## config.mk

```make
export PLATFORM = sky130hd
export DESIGN_NAME = least_loaded_assigner_flat
export DESIGN_NICKNAME = d
export VERILOG_FILES = /design/src/hw/rtl/lla_pkg.sv /design/src/hw/rtl/lla_intf.sv /design/src/hw/rtl/lla_ctrl.sv /design/src/hw/rtl/lla_datapath.sv /design/src/hw/rtl/least_loaded_assigner.sv /design/src/flat_wrapper.sv
export SDC_FILE = /design/constraint.sdc
export NUM_CORES = 1
export LEC_CHECK = 0
export BUFFER_PORTS_ARGS = -buffer_cell sky130_fd_sc_hd__buf_2
export CAP_MARGIN = 20
export CORE_ASPECT_RATIO = 0.5
export CORE_MARGIN = 1.5
export CORE_UTILIZATION = 37
export CTS_CLUSTER_SIZE = 14
export DETAILED_ROUTE_END_ITERATION = 8
export PLACE_DENSITY_LB_ADDON = 0.05
export SYNTH_ARGS = -nofsm -noshare
export SYNTH_HDL_FRONTEND = slang
export SYNTH_SLANG_ARGS = --single-unit
```

## constraint.sdc

```tcl
create_clock -name clk -period 8.8 [get_ports clk]
set_input_delay 0.88 -clock clk [delete_from_list [all_inputs] [get_ports clk]]
set_output_delay 0.88 -clock clk [all_outputs]
set_load 0.01 [all_outputs]
```

## src/hw/rtl/lla_pkg.sv

```systemverilog
package lla_pkg;

  // Widths fixed by the register and the item fields
  localparam int unsigned CFG_W       = 4;
  localparam int unsigned CNT_W       = CFG_W;
  localparam int unsigned SIZE_W      = 32;
  localparam int unsigned IDX_OUT_W   = 3;

  localparam logic [CFG_W-1:0] WORKER_COUNT_RESET = 4'd7;

  typedef enum logic [2:0] {
    ST_IDLE,
    ST_START,
    ST_FILL_TAKE,
    ST_SCAN_FIRST,
    ST_SCAN_NEXT,
    ST_WRITE_BACK
  } state_t;

  typedef enum logic [1:0] {
    RD_FILL,
    RD_LAST,
    RD_SCAN
  } rd_sel_t;

  typedef struct packed {
    logic    accept;
    logic    start;
    logic    rd_en;
    rd_sel_t rd_sel;
    logic    scan_inc;
    logic    take;
    logic    cmp;
    logic    wb;
  } cmd_t;

  typedef struct packed {
    logic fill_go;
    logic use_last;
    logic scan_more;
    logic out_free;
  } status_t;

endpackage

```

## src/hw/rtl/lla_intf.sv

```systemverilog
interface lla_job_if;
  logic        valid;
  logic        ready;
  logic [31:0] job_size;

  modport source (output valid, output job_size, input ready);
  modport sink (input valid, input job_size, output ready);
endinterface

interface lla_result_if #(
  parameter int unsigned LOAD_BITS = 48
);
  logic                 valid;
  logic                 ready;
  logic [2:0]           worker_index;
  logic [LOAD_BITS-1:0] worker_load;

  modport source (output valid, output worker_index, output worker_load, input ready);
  modport sink (input valid, input worker_index, input worker_load, output ready);
endinterface

```

## src/hw/rtl/lla_ctrl.sv

```systemverilog
module lla_ctrl (
  input  logic            clk,
  input  logic            rst,
  input  logic            in_valid,
  output logic            in_ready,
  input  lla_pkg::status_t status,
  output lla_pkg::cmd_t   cmd
);
  import lla_pkg::*;

  state_t state;
  state_t state_next;

  always_ff @(posedge clk) begin
    if (rst) begin
      state <= ST_IDLE;
    end else begin
      state <= state_next;
    end
  end

  always_comb begin
    state_next = state;
    in_ready   = 1'b0;
    cmd        = '0;
    cmd.rd_sel = RD_SCAN;
    unique case (state)
      ST_IDLE: begin
        in_ready = 1'b1;
        if (in_valid) begin
          cmd.accept = 1'b1;
          state_next = ST_START;
        end
      end
      ST_START: begin
        cmd.start = 1'b1;
        cmd.rd_en = 1'b1;
        if (status.fill_go) begin
          cmd.rd_sel = RD_FILL;
          state_next = ST_FILL_TAKE;
        end else if (status.use_last) begin
          cmd.rd_sel = RD_LAST;
          state_next = ST_SCAN_FIRST;
        end else begin
          cmd.rd_sel   = RD_SCAN;
          cmd.scan_inc = 1'b1;
          state_next   = ST_SCAN_FIRST;
        end
      end
      ST_FILL_TAKE: begin
        cmd.take   = 1'b1;
        state_next = ST_WRITE_BACK;
      end
      ST_SCAN_FIRST, ST_SCAN_NEXT: begin
        // first returned load seeds the search, the rest compare against it
        cmd.take = (state == ST_SCAN_FIRST);
        cmd.cmp  = (state == ST_SCAN_NEXT);
        if (status.scan_more) begin
          cmd.rd_en    = 1'b1;
          cmd.rd_sel   = RD_SCAN;
          cmd.scan_inc = 1'b1;
          state_next   = ST_SCAN_NEXT;
        end else begin
          state_next = ST_WRITE_BACK;
        end
      end
      ST_WRITE_BACK: begin
        if (status.out_free) begin
          cmd.wb     = 1'b1;
          state_next = ST_IDLE;
        end
      end
      default: begin
        state_next = ST_IDLE;
      end
    endcase
  end

endmodule

```

## src/hw/rtl/lla_datapath.sv

```systemverilog
module lla_datapath #(
  parameter int unsigned MAX_WORKERS = 8,
  parameter int unsigned LOAD_BITS   = 48
) (
  input  logic                               clk,
  input  logic                               rst,
  input  logic                               cfg_we,
  input  logic [lla_pkg::CFG_W-1:0]          cfg_wdata,
  input  lla_pkg::cmd_t                      cmd,
  output lla_pkg::status_t                   status,
  input  logic [lla_pkg::SIZE_W-1:0]         job_size,
  output logic                               res_valid,
  input  logic                               res_ready,
  output logic [lla_pkg::IDX_OUT_W-1:0]      worker_index,
  output logic [LOAD_BITS-1:0]               worker_load
);
  import lla_pkg::*;

  localparam int unsigned IDX_W = $clog2(MAX_WORKERS);

  logic [CFG_W-1:0]     worker_count;
  logic [CNT_W-1:0]     fill_count;
  logic [IDX_W-1:0]     last_pick;
  logic                 have_last;
  logic                 is_fill;
  logic [SIZE_W-1:0]    size;
  logic [CNT_W-1:0]     scan_idx;

  logic [LOAD_BITS-1:0] mem [MAX_WORKERS];
  logic [MAX_WORKERS-1:0] vld;
  logic [LOAD_BITS-1:0] rd_data;
  logic [IDX_W-1:0]     rd_idx;

  logic [LOAD_BITS-1:0] best;
  logic [IDX_W-1:0]     pick;

  logic [CNT_W-1:0]     active_n;
  logic [IDX_W-1:0]     rd_addr;
  logic [LOAD_BITS:0]   sum_wide;
  logic [LOAD_BITS-1:0] sum_sat;

  // zero means one worker; clamp to the number of load slots
  always_comb begin
    if (worker_count == '0) begin
      active_n = CNT_W'(1);
    end else if (32'(worker_count) > 32'(MAX_WORKERS)) begin
      active_n = CNT_W'(MAX_WORKERS);
    end else begin
      active_n = worker_count;
    end
  end

  always_comb begin
    case (cmd.rd_sel)
      RD_FILL: rd_addr = IDX_W'(fill_count);
      RD_LAST: rd_addr = last_pick;
      RD_SCAN: rd_addr = IDX_W'(scan_idx);
      default: rd_addr = last_pick;
    endcase
  end

  assign sum_wide = {1'b0, best} + (LOAD_BITS + 1)'(size);
  assign sum_sat  = sum_wide[LOAD_BITS] ? {LOAD_BITS{1'b1}} : sum_wide[LOAD_BITS-1:0];

  assign status.fill_go   = (fill_count < active_n);
  assign status.use_last  = have_last && (32'(last_pick) < 32'(active_n));
  assign status.scan_more = (scan_idx < active_n);
  assign status.out_free  = !res_valid || res_ready;

  always_ff @(posedge clk) begin
    if (rst) begin
      worker_count <= WORKER_COUNT_RESET;
      fill_count   <= '0;
      last_pick    <= '0;
      have_last    <= 1'b0;
      vld          <= '0;
      res_valid    <= 1'b0;
    end else begin
      if (cfg_we) begin
        worker_count <= cfg_wdata;
      end
      if (cmd.wb) begin
        vld[pick] <= 1'b1;
        res_valid <= 1'b1;
        if (is_fill) begin
          fill_count <= fill_count + CNT_W'(1);
        end else begin
          last_pick <= pick;
          have_last <= 1'b1;
        end
      end else if (res_ready) begin
        res_valid <= 1'b0;
      end
    end
  end

  // load store: one read port with registered data, one write port
  always_ff @(posedge clk) begin
    if (cmd.wb) begin
      mem[pick] <= sum_sat;
    end
    if (cmd.rd_en) begin
      rd_data <= vld[rd_addr] ? mem[rd_addr] : '0;
      rd_idx  <= rd_addr;
    end
  end

  always_ff @(posedge clk) begin
    if (cmd.accept) begin
      size     <= job_size;
      scan_idx <= '0;
    end else if (cmd.scan_inc) begin
      scan_idx <= scan_idx + CNT_W'(1);
    end
    if (cmd.start) begin
      is_fill <= status.fill_go;
    end
    if (cmd.take || (cmd.cmp && (rd_data < best))) begin
      best <= rd_data;
      pick <= rd_idx;
    end
    if (cmd.wb) begin
      worker_index <= IDX_OUT_W'(pick);
      worker_load  <= sum_sat;
    end
  end

endmodule

```

## src/hw/rtl/least_loaded_assigner.sv

```systemverilog
// Least-loaded job assigner. Each accepted item carries a job size; the block
// gives the job to one worker and returns that worker's index together with
// its new running load, which saturates at all ones. The first items fill
// workers 0 up to the worker count in order; later items go to the lightest
// worker, keeping the previous choice on a tie and otherwise taking the lowest
// index. Set worker_count (1 to 8, zero acts as one, above 8 acts as 8) while
// the block is idle. One item is in work at a time. A fill item reads the load
// of the next unfilled worker, takes it and writes it back with the job size
// added. A search item first reads the previous pick to seed the search, then
// every worker, one a cycle through one comparator; with no previous pick to
// seed from, or one at or above the worker count, there is no seed read and
// worker 0 seeds the search. The load store has one read port with registered
// data and one write port. The result sits in an output register, so the next
// item is accepted while it waits to be taken; if it is still waiting when the
// next result is ready, hold that item in its write-back cycle until the output
// frees up.
module least_loaded_assigner #(
  parameter int unsigned MAX_WORKERS = 8,
  parameter int unsigned LOAD_BITS   = 48
) (
  input  logic                      clk,
  input  logic                      rst,
  input  logic                      cfg_we,
  input  logic [lla_pkg::CFG_W-1:0] cfg_wdata,
  lla_job_if.sink                   job,
  lla_result_if.source              res
);
  import lla_pkg::*;

  cmd_t    cmd;
  status_t status;

  // sequencer: accept, take a fill load or seed and walk the loads, write back
  lla_ctrl u_ctrl (
    .clk      (clk),
    .rst      (rst),
    .in_valid (job.valid),
    .in_ready (job.ready),
    .status   (status),
    .cmd      (cmd)
  );

  // load store, comparator, saturating adder and output register
  lla_datapath #(
    .MAX_WORKERS (MAX_WORKERS),
    .LOAD_BITS   (LOAD_BITS)
  ) u_datapath (
    .clk          (clk),
    .rst          (rst),
    .cfg_we       (cfg_we),
    .cfg_wdata    (cfg_wdata),
    .cmd          (cmd),
    .status       (status),
    .job_size     (job.job_size),
    .res_valid    (res.valid),
    .res_ready    (res.ready),
    .worker_index (res.worker_index),
    .worker_load  (res.worker_load)
  );

endmodule

```

## src/flat_wrapper.sv

```systemverilog
// flat-port wrapper written by rule: the top's interface ports become plain ports
module least_loaded_assigner_flat import lla_pkg::*;
#(
  parameter int unsigned MAX_WORKERS = 8,
  parameter int unsigned LOAD_BITS   = 48
)
  (clk, rst, cfg_we, cfg_wdata, job_valid, job_job_size, job_ready, res_valid, res_worker_index, res_worker_load, res_ready);
  lla_job_if job_i ();
  lla_result_if #(.LOAD_BITS(LOAD_BITS)) res_i ();
  input  logic clk;
  input  logic rst;
  input  logic cfg_we;
  input  logic [lla_pkg::CFG_W-1:0] cfg_wdata;
  input wire logic [$bits(job_i.valid)-1:0] job_valid;
  input wire logic [$bits(job_i.job_size)-1:0] job_job_size;
  output wire logic [$bits(job_i.ready)-1:0] job_ready;
  output wire logic [$bits(res_i.valid)-1:0] res_valid;
  output wire logic [$bits(res_i.worker_index)-1:0] res_worker_index;
  output wire logic [$bits(res_i.worker_load)-1:0] res_worker_load;
  input wire logic [$bits(res_i.ready)-1:0] res_ready;
  assign job_i.valid = job_valid;
  assign job_i.job_size = job_job_size;
  assign job_ready = job_i.ready;
  assign res_valid = res_i.valid;
  assign res_worker_index = res_i.worker_index;
  assign res_worker_load = res_i.worker_load;
  assign res_i.ready = res_ready;
  least_loaded_assigner #(.MAX_WORKERS(MAX_WORKERS), .LOAD_BITS(LOAD_BITS)) u_core (.clk(clk), .rst(rst), .cfg_we(cfg_we), .cfg_wdata(cfg_wdata), .job(job_i), .res(res_i));
endmodule
```

==> impl_metrics.tcl, run 1 <==
set metrics [dict create \
    synthToLayoutAreaGrowth_pct 12.6 \
    yosys.area.top_type "edfxtp_1" \
    cp-start-kind "register" \
    num_rows 67 \
    final.fill_count 6035 \
    worstMarginPinSlew_ns 1.09 \
    diodes 0 \
    wl_per_cell_um 24.3 \
    fp.coreArea_um2 67500 \
    ir_worst_vdd_mv 0.157 \
    placed_area_um2 26900 \
    grt_usage_pct 19.3 \
    start_util_pct 37.7 \
    fin_crit_sh_pct 61.9 \
    synthTopCellsByArea "edfxtp_1 (67%), ha_1 (4.4%), mux2i_1 (4.1%)" \
    power_density_nw_per_um2 239 \
    synth_top_area_share_pct 67.3 \
    ys.flop_type "edfxtp_1" \
    dr.first_iter.drc_count 1272 \
    clockRootBuffer "clkbuf_16" \
    die-area_um2 70400 \
    grt_max_degree 90 \
    grt-ovfl-total 0 \
    ios 94 \
    grt_pass1_wl_um 101000 \
    fin_skew_ns 0.0398 \
    synth_edf_count 570 \
    cts_tree "done" \
    htreeDepth 2 \
    design_area_um2 28600 \
    synthDistinctLibCells 71 \
    drive_above_1_share_pct 13.7 \
    fp.dieW_um 374 \
    status "completed" \
    post-cts-setup-buffer-count 0 \
    clkSlewWorstSetupHoldPaths_ns 0.06 \
    p_leak_nw 9.94 \
    worstPathArrival_ns 5.77 \
    antenna_found_initial 0 \
    ant_nets 0 \
    rsz0062_at_grt "false" \
    layoutNonFillerInstCount 2796 \
    synth_top_cells_by_count "edfxtp_1 (570), nand2_1 (275), mux2i_1 (104)" \
    vias_per_cell 5.39 \
    tns_ns 0 \
    numCtsBuffers 55 \
    wl_um 68000 \
    first_global_vias 15459 \
    worst-setup-path-type "reg -> reg" \
    ys_seq_elements 598 \
    synth_most_common_cell "edfxtp_1" \
    max-slew-margin-rel_pct 27.6 \
    dpl.cell_count 2701 \
    netlist_area_um2 25400 \
    nets 1992 \
    die_y_um 188 \
    dpl.hpwl_um 39200 \
    timing.fmax_mhz 184 \
    endpoint_kind "register" \
    min_period_ns 5.45 \
    place_congestion 0.798 \
    finalHoldViolCount 0 \
    cp_max_fo 89 \
    synth_nets 1883 \
    vias 15077 \
    ys_warn_count 0 \
    cts_hold_buf 0 \
    drv_slew 0 \
    port_buffers 93 \
    maxCapViolations 0 \
    synthArstFlopShare_pct 0 \
    setup_viol 0 \
    ys_seq_area_share_pct 69.5 \
    post_cts_resized 0 \
    clock-sinks 598 \
    firstDrtPassIters 5 \
    clock_latency_ns 0.63 \
    avgSynthCellArea_um2 14.5 \
    hp-class "reg -> reg" \
    netlist_instances 1752 \
    cts.path.max_buffers 3 \
    fin_util_pct 42.4 \
    crit_required_ns 9.12 \
    drc 0 \
]
-- kinds of logic after synthesis --
group / count (synthesis) / synth area share [%]
xor gates and xnor gates: 30 / 1.03
buffers and inverters: 137 / 2.49
and+or+nand+nor: 498 / 9.10
AOI/OAI and AO/OA: 287 / 8.92
adders and majority gates: 90 / 4.46
muxes: 112 / 4.46
DFF: 598 / 69.5
-- per-stage QoR --
step | hold WS (ns) | worst slack, ns | total power [mW]
finish | 0.421 | 3.35 | 6.85
global route | 0.394 | 2.98 | 7.14
CTS | 0.381 | 3.34 | 6.92
detailed placement | 0.407 | 3.40 | 4.59
global placement | 0.402 | 3.52 | 4.56
floorplan | 0.400 | 2.31 | 4.20
-- worst paths after layout --
kind	from	endpoint	slack, ns	depth (start not counted)
setup reg to reg	u_core.u_datapath.worker_count[3]	u_core.u_datapath.rd_data[11]	3.35	13
hold / removal	u_core.u_datapath.rd_idx[1]	u_core.u_datapath.pick[1]	0.42	0
hold reg to reg	u_core.u_datapath.rd_idx[1]	u_core.u_datapath.pick[1]	0.42	0
setup / recovery	u_core.u_datapath.worker_count[3]	u_core.u_datapath.rd_data[11]	3.35	13
-- state kept, by name, summed over array words and instances, names as in the netlist, 3 cells and up --
name	flops
u_core.u_datapath.best	48
u_core.u_datapath.fill_count	4
u_core.u_ctrl.state	3
u_core.u_datapath.scan_idx	4
u_core.u_datapath.mem	384
u_core.u_datapath.worker_index	3
u_core.u_datapath.rd_data	48
u_core.u_datapath.pick	3
u_core.u_datapath.vld	8
u_core.u_datapath.rd_idx	3
u_core.u_datapath.last_pick	3
u_core.u_datapath.size	32
u_core.u_datapath.worker_count	4
u_core.u_datapath.worker_load	48
-- area by class of cell --
class                      instances  area (um^2)  share of cell area [%]
tap                              897         1120                    3.92
inverter                          70          272                   0.949
clock inverter                    27          204                   0.713
multi-input combinational       1017         7210                    25.2
clock buffer                      68         1470                    5.13
sequential                       598        17700                    61.8
timing repair buffer             119          661                    2.31
-- report_power, final --
part | leakage [nW] | total, mW | switching [mW] | internal, mW
sequential | 5.41 | 3.51 | 0.0761 | 3.43
clock | 0.823 | 2.32 | 1.06 | 1.26
combinational | 3.70 | 1.01 | 0.701 | 0.314
total | 9.94 | 6.85 | 1.84 | 5.01
-- cell usage in the layout, fill, tap and decap left out, types with 7 or more instances in the layout --
master,count
clkbuf_1,11
a32o_1,96
inv_1,64
dfxtp_1,28
nand2b_1,11
buf_2,93
clkinv_1,10
nor2b_1,8
nand2_1,274
ha_1,89
clkbuf_16,57
clkinv_2,14
nor2_4,7
mux2i_1,104
nor3_2,24
a21o_1,33
nor3_1,42
xor2_1,11
xnor2_1,19
o21ai_0,38
mux2_2,7
edfxtp_1,570
a21oi_1,48
buf_4,26
nand3_1,25
o211ai_1,11
and3_1,11
nor2_1,50
nand4_1,17
-- per-layer routing --
metal / vias to the layer above / GRT usage (%) / part of all wire [%] / routed length (um)
met3: 87 / 2.89 / 4.2 / 2860
met5: - / 0 / 0 / 0
met4: 0 / 4.99 / 2.1 / 1400
met2: 321 / 29.6 / 44 / 30100
li1: 6913 / - / - / -
met1: 7756 / 28.6 / 49 / 33600
-- worst max-delay path: stages, from the launching register on --
cell,delay [ns]
dfxtp_1,0.34
inv_1,0.16
nand2_1,0.14
ha_1,0.23
nor3_1,0.17
nand3_1,0.15
a21o_1,0.25
a22o_2,0.30
nor2_8,0.77
inv_8,0.41
mux2_4,0.48
o2111ai_4,0.72
buf_4,0.65
nor3_1,0.15
No activity file was read; power rests on OpenSTA's default activity.
==> run 2, diff against run 1 <==
--- a/config.mk
+++ b/config.mk
@@ -5,6 +5,7 @@
 export SDC_FILE = /design/constraint.sdc
 export NUM_CORES = 1
 export LEC_CHECK = 0
+export ABC_AREA = 1
 export BUFFER_PORTS_ARGS = -buffer_cell sky130_fd_sc_hd__buf_2
 export CAP_MARGIN = 20
 export CORE_ASPECT_RATIO = 0.5
==> constraint.sdc (replaced) <==
create_clock -name clk -period 4.5 [get_ports clk]
set_input_delay 0.45 -clock clk [delete_from_list [all_inputs] [get_ports clk]]
set_output_delay 0.45 -clock clk [all_outputs]
set_load 0.01 [all_outputs]
==> run 2 against run 1 <==
Against the previous run: synthesized area up 13%; worst hold slack worse by 0.38 ns; utilization up 0.48 points; non-clock buffer count up 41; cell count up 45%; routed wire length up 19%; final area up 14%; synthesized cell count up 65%; largest power group unchanged; clock power up 110%; highest routed layer unchanged; total power up 130%.
==> impl_metrics.tcl, run 2 <==
set metrics [dict create \
    ios 94 \
    vias 20083 \
    design_area_um2 32500 \
    drc 0 \
    multi_input_area_um2 8180 \
    clock_latency_ns 0.65 \
    cts_hold_buf 30 \
    antenna_found_initial 0 \
    final.fill_count 7445 \
    power.internal_mw 10.6 \
    ir_worst_vdd_mv 0.281 \
    hold_ws_ns 0.0380 \
    die-area_um2 79100 \
    fp.dieW_um 396 \
    placed_area_um2 30400 \
    synth_most_common_cell "nand2_1" \
    hp-class "in -> reg" \
    tns_ns 0 \
    ys.flop_type "edfxtp_1" \
    layout_common_cells "nand2_1 (661), inv_1 (590), edfxtp_1 (570)" \
    ys_seq_area_share_pct 61.8 \
    grt_usage_pct 20.6 \
    dpl.cell_count 3914 \
    grt_pass1_wl_um 123000 \
    diodes 0 \
    p_sw_mw 5.28 \
    synth_top_cells_by_count "nand2_1 (665), inv_1 (591), edfxtp_1 (570)" \
    layout_commonest_cell "nand2_1" \
    fin_ws_ns 0.588 \
    synthToLayoutAreaGrowth_pct 13.7 \
    ys_warn_count 0 \
    synthDistinctLibCells 44 \
    wl_um 81100 \
    yosys.area.top_type "edfxtp_1" \
    crit_required_ns 4.70 \
    cts.path.max_buffers 3 \
    grt-ovfl-total 0 \
    p_leak_nw 14.2 \
    ys_seq_elements 598 \
    synthArstFlopShare_pct 0 \
    rsz0062_at_grt "false" \
    top_register "u_core.u_datapath.mem" \
    place_congestion 0.858 \
    netlist_area_um2 28600 \
    synthTopCellsByArea "edfxtp_1 (60%), nand2_1 (8.7%), inv_1 (7.8%)" \
    ant_nets 0 \
    numCtsBuffers 58 \
    worst-setup-path-type "reg -> reg" \
    drive_above_1_share_pct 8.41 \
    fin_crit_sh_pct 86.9 \
    num_rows 71 \
    fp.coreArea_um2 75900 \
    grt_max_degree 119 \
    first_global_vias 18949 \
    p_seq_share_pct 43.6 \
    synth_nets 3019 \
    dr.first_iter.drc_count 1573 \
    netlist_instances 2888 \
    worstMarginPinSlew_ns 0.900 \
    port_buffers 93 \
    htreeDepth 2 \
    clkSlewWorstSetupHoldPaths_ns 0.07 \
    setup_viol 0 \
    min_period_ns 3.91 \
    pwr-share-comb_pct 25.2 \
    synth_edf_count 570 \
    p_clk_share_pct 31.2 \
    vias_per_cell 4.95 \
    power_density_nw_per_um2 487 \
    post-cts-setup-buffer-count 0 \
    nets 3114 \
    die_y_um 200 \
    wl_per_cell_um 20.0 \
    cp-start-kind "register" \
    drv_slew 0 \
    endpoint_kind "register" \
    finalPower_mw 15.8 \
    finalHoldViolCount 0 \
    dpl.hpwl_um 48500 \
    start_util_pct 37.7 \
    firstDrtPassIters 7 \
    status "completed" \
    clock-sinks 598 \
    synth_top_area_share_pct 59.8 \
    switching_share_pct 33.3 \
    timing.fmax_mhz 256 \
    avgSynthCellArea_um2 9.91 \
    cts_tree "done" \
    dpl_worst_slack_ns 0.600 \
    fin_util_pct 42.9 \
    seq_area_um2 17700 \
    worstPathArrival_ns 4.11 \
    clockRootBuffer "clkbuf_16" \
    largest_reg_flops 384 \
    cp_max_fo 25 \
    max-slew-margin-rel_pct 39.8 \
    layoutNonFillerInstCount 4055 \
    post_cts_resized 0 \
    fin_skew_ns 0.0292 \
    maxCapViolations 0 \
]
run 2: cell count changes after synthesis, sizes merged, moves of 96 or more:
| cell | before | now |
|---|---|---|
| a32o | 96 | 0 |
| nand2 | 275 | 667 |
| inv | 70 | 599 |
| nand4 | 17 | 211 |
| nand3 | 25 | 257 |
| mux2i | 104 | 0 |
run 2: cells by family (layout without fill, tap and decap cells):
family / count (synthesis) / in the layout / synth area share [%]
simple gates: 1284 / 1284 / 20.3
fa+ha+maj: 90 / 90 / 3.96
compound gates: 176 / 176 / 3.44
buf+inv: 724 / 869 / 10.1
xor+xnor: 16 / 16 / 0.490
flops: 598 / 598 / 61.8
run 2: layer usage:
metal	up-vias	wire length, um	track usage (%)
met5	-	0	0
met4	0	1200	4.07
met3	80	3270	2.72
met2	383	34800	30.9
met1	9798	41900	31.7
li1	9822	-	-
run 2: cell type report:
type | count | area share [%]
clock inverters | 35 | 0.996
inverters | 599 | 6.92
well taps | 1022 | 3.93
repair buffers | 160 | 3.93
flip-flops and latches | 598 | 54.3
clock buffers | 75 | 4.75
multi-input cells | 1566 | 25.1
run 2: final timing paths:
path,start,to,slack [ns],depth (start not counted)
max,u_core.u_datapath.best[0],u_core.u_datapath.mem[6][30],0.59,17
min,job_job_size[9],u_core.u_datapath.size[9],0.04,1
max reg2reg,u_core.u_datapath.best[0],u_core.u_datapath.mem[6][30],0.59,17
min reg2reg,u_core.u_datapath.rd_idx[1],u_core.u_datapath.pick[1],0.43,0
run 2: critical path, stage by stage, from the launching register on:
cell and delay, ns:
edfxtp_1 0.38, ha_1 0.24, inv_1 0.11, fa_1 0.21
inv_1 0.09, nand3_1 0.07, nand2_1 0.08, nand2_1 0.08
nand2_1 0.08, nand2_1 0.07, nand2_1 0.14, a31oi_1 0.26
inv_1 0.11, a21oi_1 0.47, inv_1 0.26, nand2_2 0.15
buf_12 0.20, nand3_1 0.45
run 2: power by group through the flow:
stage               registers (mW)  clock network [mW]  logic, mW
finish                        6.91                4.95       3.99
CTS                           6.91                5.08       4.04
global placement              7.03                   0       4.01
global route                  6.93                5.30       4.52
detailed placement            7.02                   0       4.01
floorplan                     6.96                   0       2.73
==> run 3, diff against run 2 <==
--- a/config.mk
+++ b/config.mk
@@ -16,4 +16,5 @@
 export PLACE_DENSITY_LB_ADDON = 0.05
 export SYNTH_ARGS = -nofsm -noshare
 export SYNTH_HDL_FRONTEND = slang
+export SYNTH_HIERARCHICAL = 1
 export SYNTH_SLANG_ARGS = --single-unit
==> run 3 against run 2 <==
Against the previous run: synthesized cell count shrank 3.6%; via count down 3.9%; largest power group unchanged; sequential share of layout area rose by 1.3 points; clock power is 3% lower; fmax grew 1.1%; utilization grew 0.18 points; non-clock buffer count up 2; synthesized area decreased by 2.9%; setup slack better by 0.042 ns; sequential power up 1%; highest routed layer unchanged; clock skew shrank 0.0035 ns.
==> impl_metrics.tcl, run 3 <==
set metrics [dict create \
    cp_max_fo 48 \
    largest_reg_flops 384 \
    max-slew-margin-rel_pct 29.6 \
    synthToLayoutAreaGrowth_pct 14.2 \
    netlist_area_um2 27800 \
    ys_warn_count 6 \
    muxShareOfSynthArea_pct 0 \
    ys_seq_elements 598 \
    worstPathArrival_ns 4.37 \
    grt_usage_pct 21.5 \
    p_leak_nw 13.5 \
    crit_required_ns 5.00 \
    synth_nets 2915 \
    synth_most_common_cell "nand2_1" \
    worstMarginPinSlew_ns 1.06 \
    synth_compound_area_share_pct 6.30 \
    setup_viol 0 \
    rsz0062_at_grt "false" \
    finalHoldViolCount 0 \
    min-delay-start "cfg_we" \
    hold_ws_ns 0.0597 \
    firstDrtPassIters 5 \
    netlist_instances 2784 \
    fp.dieW_um 391 \
    cts.path.max_buffers 3 \
    htreeDepth 2 \
    ys.flop_type "edfxtp_1" \
    ant_nets 0 \
    fin_skew_ns 0.0257 \
    final.fill_count 7230 \
    ys_seq_area_share_pct 63.6 \
    die_y_um 197 \
    synth_fa_ha_area_share_pct 4.08 \
    ios 94 \
    wl_per_cell_um 20.7 \
    synth_top_cells_by_count "nand2_1 (800), edfxtp_1 (570), inv_1 (393)" \
    first_global_vias 18245 \
    clkSlewWorstSetupHoldPaths_ns 0.07 \
    synth_top_family_by_area "simple AND/OR/NAND/NOR gates" \
    wl_um 82300 \
    drc 0 \
    timing.fmax_mhz 258 \
    r2r_cells 20 \
    antenna_found_initial 5 \
    top_register "u_core/u_datapath/mem" \
    hold_end "u_core/u_datapath/worker_count[2]" \
    drive_above_1_share_pct 8.86 \
    start_util_pct 37.7 \
    clockRootBuffer "clkbuf_16" \
    dpl.cell_count 3837 \
    clock_latency_ns 0.65 \
    vias_per_cell 4.85 \
    power_density_nw_per_um2 492 \
    nets 3054 \
    port_buffers 93 \
    yosys.area.top_type "edfxtp_1" \
    min_period_ns 3.87 \
    status "completed" \
    multi_input_area_um2 8270 \
    fin_crit_sh_pct 86.0 \
    dpl.hpwl_um 52500 \
    reg2reg_slack_ns 0.63 \
    drv_slew 0 \
    synthTopCellsByArea "edfxtp_1 (62%), nand2_1 (11%), inv_1 (5.3%)" \
    layout_commonest_cell "nand2_1" \
    maxCapViolations 0 \
    numCtsBuffers 57 \
    ir_worst_vdd_mv 0.312 \
    worst-setup-path-type "reg -> reg" \
    layoutNonFillerInstCount 3978 \
    cp-start-kind "register" \
    synth_xor_area_share_pct 0.567 \
    grt-ovfl-total 0 \
    r2r_start "u_core/u_datapath/worker_count[3]" \
    synth_edf_count 570 \
    synth_top_area_share_pct 61.6 \
    post_cts_resized 0 \
    layout_common_cells "nand2_1 (796), edfxtp_1 (570), inv_1 (393)" \
    avgSynthCellArea_um2 9.99 \
    grt_pass1_wl_um 122000 \
    place_congestion 0.930 \
    synthSimpleGateAreaFrac_pct 18.4 \
    endpoint_kind "register" \
    synthDistinctLibCells 36 \
    grt_max_degree 106 \
    die-area_um2 76900 \
    dr.first_iter.drc_count 1662 \
    seq_area_um2 17700 \
    vias 19297 \
    clock-sinks 598 \
    rr_endpoint "u_core/u_datapath/rd_data[34]" \
    hp-class "in -> reg" \
    worstHoldPathCells 3 \
    synthArstFlopShare_pct 0 \
    fp.coreArea_um2 73700 \
    cts_tree "done" \
    num_rows 70 \
]
[run 3: cell count changes after synthesis, sizes merged, moves of 35 or more]
cell / change
nor2: +230
inv: -186
nand4: -186
nand3: -171
nand2: +133
o211ai: +93
o21ai: +65
buf: -35
[run 3: worst max path at each step]
stage	end	start	cells after the start
final	u_core/u_datapath/rd_data[34]	u_core/u_datapath/worker_count[3]	20
after detailed placement	u_core/u_datapath/rd_data[34]	u_core/u_datapath/worker_count[3]	20
after floorplan	u_core/u_datapath/mem[0][0]	res_ready	8
after CTS	u_core/u_datapath/rd_data[34]	u_core/u_datapath/worker_count[3]	20
after global routing	u_core/u_datapath/rd_data[34]	u_core/u_datapath/worker_count[3]	21
after global placement	u_core/u_datapath/rd_data[38]	u_core/u_datapath/worker_count[3]	20
[run 3: cells by family (layout without fill, tap and decap cells)]
kind of cell	Yosys count	count (layout)
AOI/OAI and AO/OA	291	291
buffers and inverters	496	681
and+or+nand+nor	1291	1291
DFF	598	598
adders and majority gates	90	90
other	0	1
xor gates and xnor gates	18	18
[run 3: what timing repair did]
item,in CTS,in global routing
endpoints found under the hold margin,35,0
setup endpoints to repair,0,0
hold buffers,35,0
buffers inserted,0,0
[run 3: stage by stage]
stage          total power, mW  util (%)  setup WS, ns  setup TNS, ns  cell area (um^2)
2_1_floorplan             9.55         -        -0.432         -83.95             27800
3_3_place_gp              10.9      40.1         0.728              0             29600
3_5_place_dp              10.9      40.1         0.646              0             29600
4_1_cts                   15.8      43.1         0.605              0             31800
5_1_grt                   16.5      43.1         0.195              0             31800
6_report                  15.6      43.1         0.631              0             31800
[run 3: worst max-delay path, stage by stage (launching register included)]
cell      delay (ns)
dfxtp_1         0.31
inv_1           0.14
nand2_1         0.13
ha_1            0.28
o21ai_0         0.07
nand2_1         0.07
a21o_1          0.15
a21oi_1         0.16
inv_1           0.08
nand4_1         0.12
nor2_1          0.12
inv_2           0.10
nand2_1         0.06
nor2_1          0.17
a221oi_4        0.09
inv_2           0.53
nand2_1         0.14
nand2_2         0.09
buf_4           0.60
nand2_1         0.15
inv_2           0.08
[run 3: per-layer routing]
metal	global-route usage, %	wire length, um	vias to the layer above
met5	0	0	-
met1	36.3	45500	9342
met2	29.2	32000	412
met4	3.44	942	0
li1	-	-	9471
met3	2.41	3830	72
[run 3: report_power, final]
group,internal (mW),leakage (nW),switching (mW)
clock network,2.59,0.887,2.23
logic,1.08,7.24,2.75
registers,6.77,5.42,0.209
[run 3: layout make-up]
class                   count  share of cell area [%]
flip-flops and latches    598                    55.7
multi-input cells        1690                    26.0
inverters                 414                    4.89
clock buffers              71                    4.66
well taps                1008                    3.97
repair buffers            162                    3.77
clock inverters            34                    1.02
diodes                      1                 0.00788
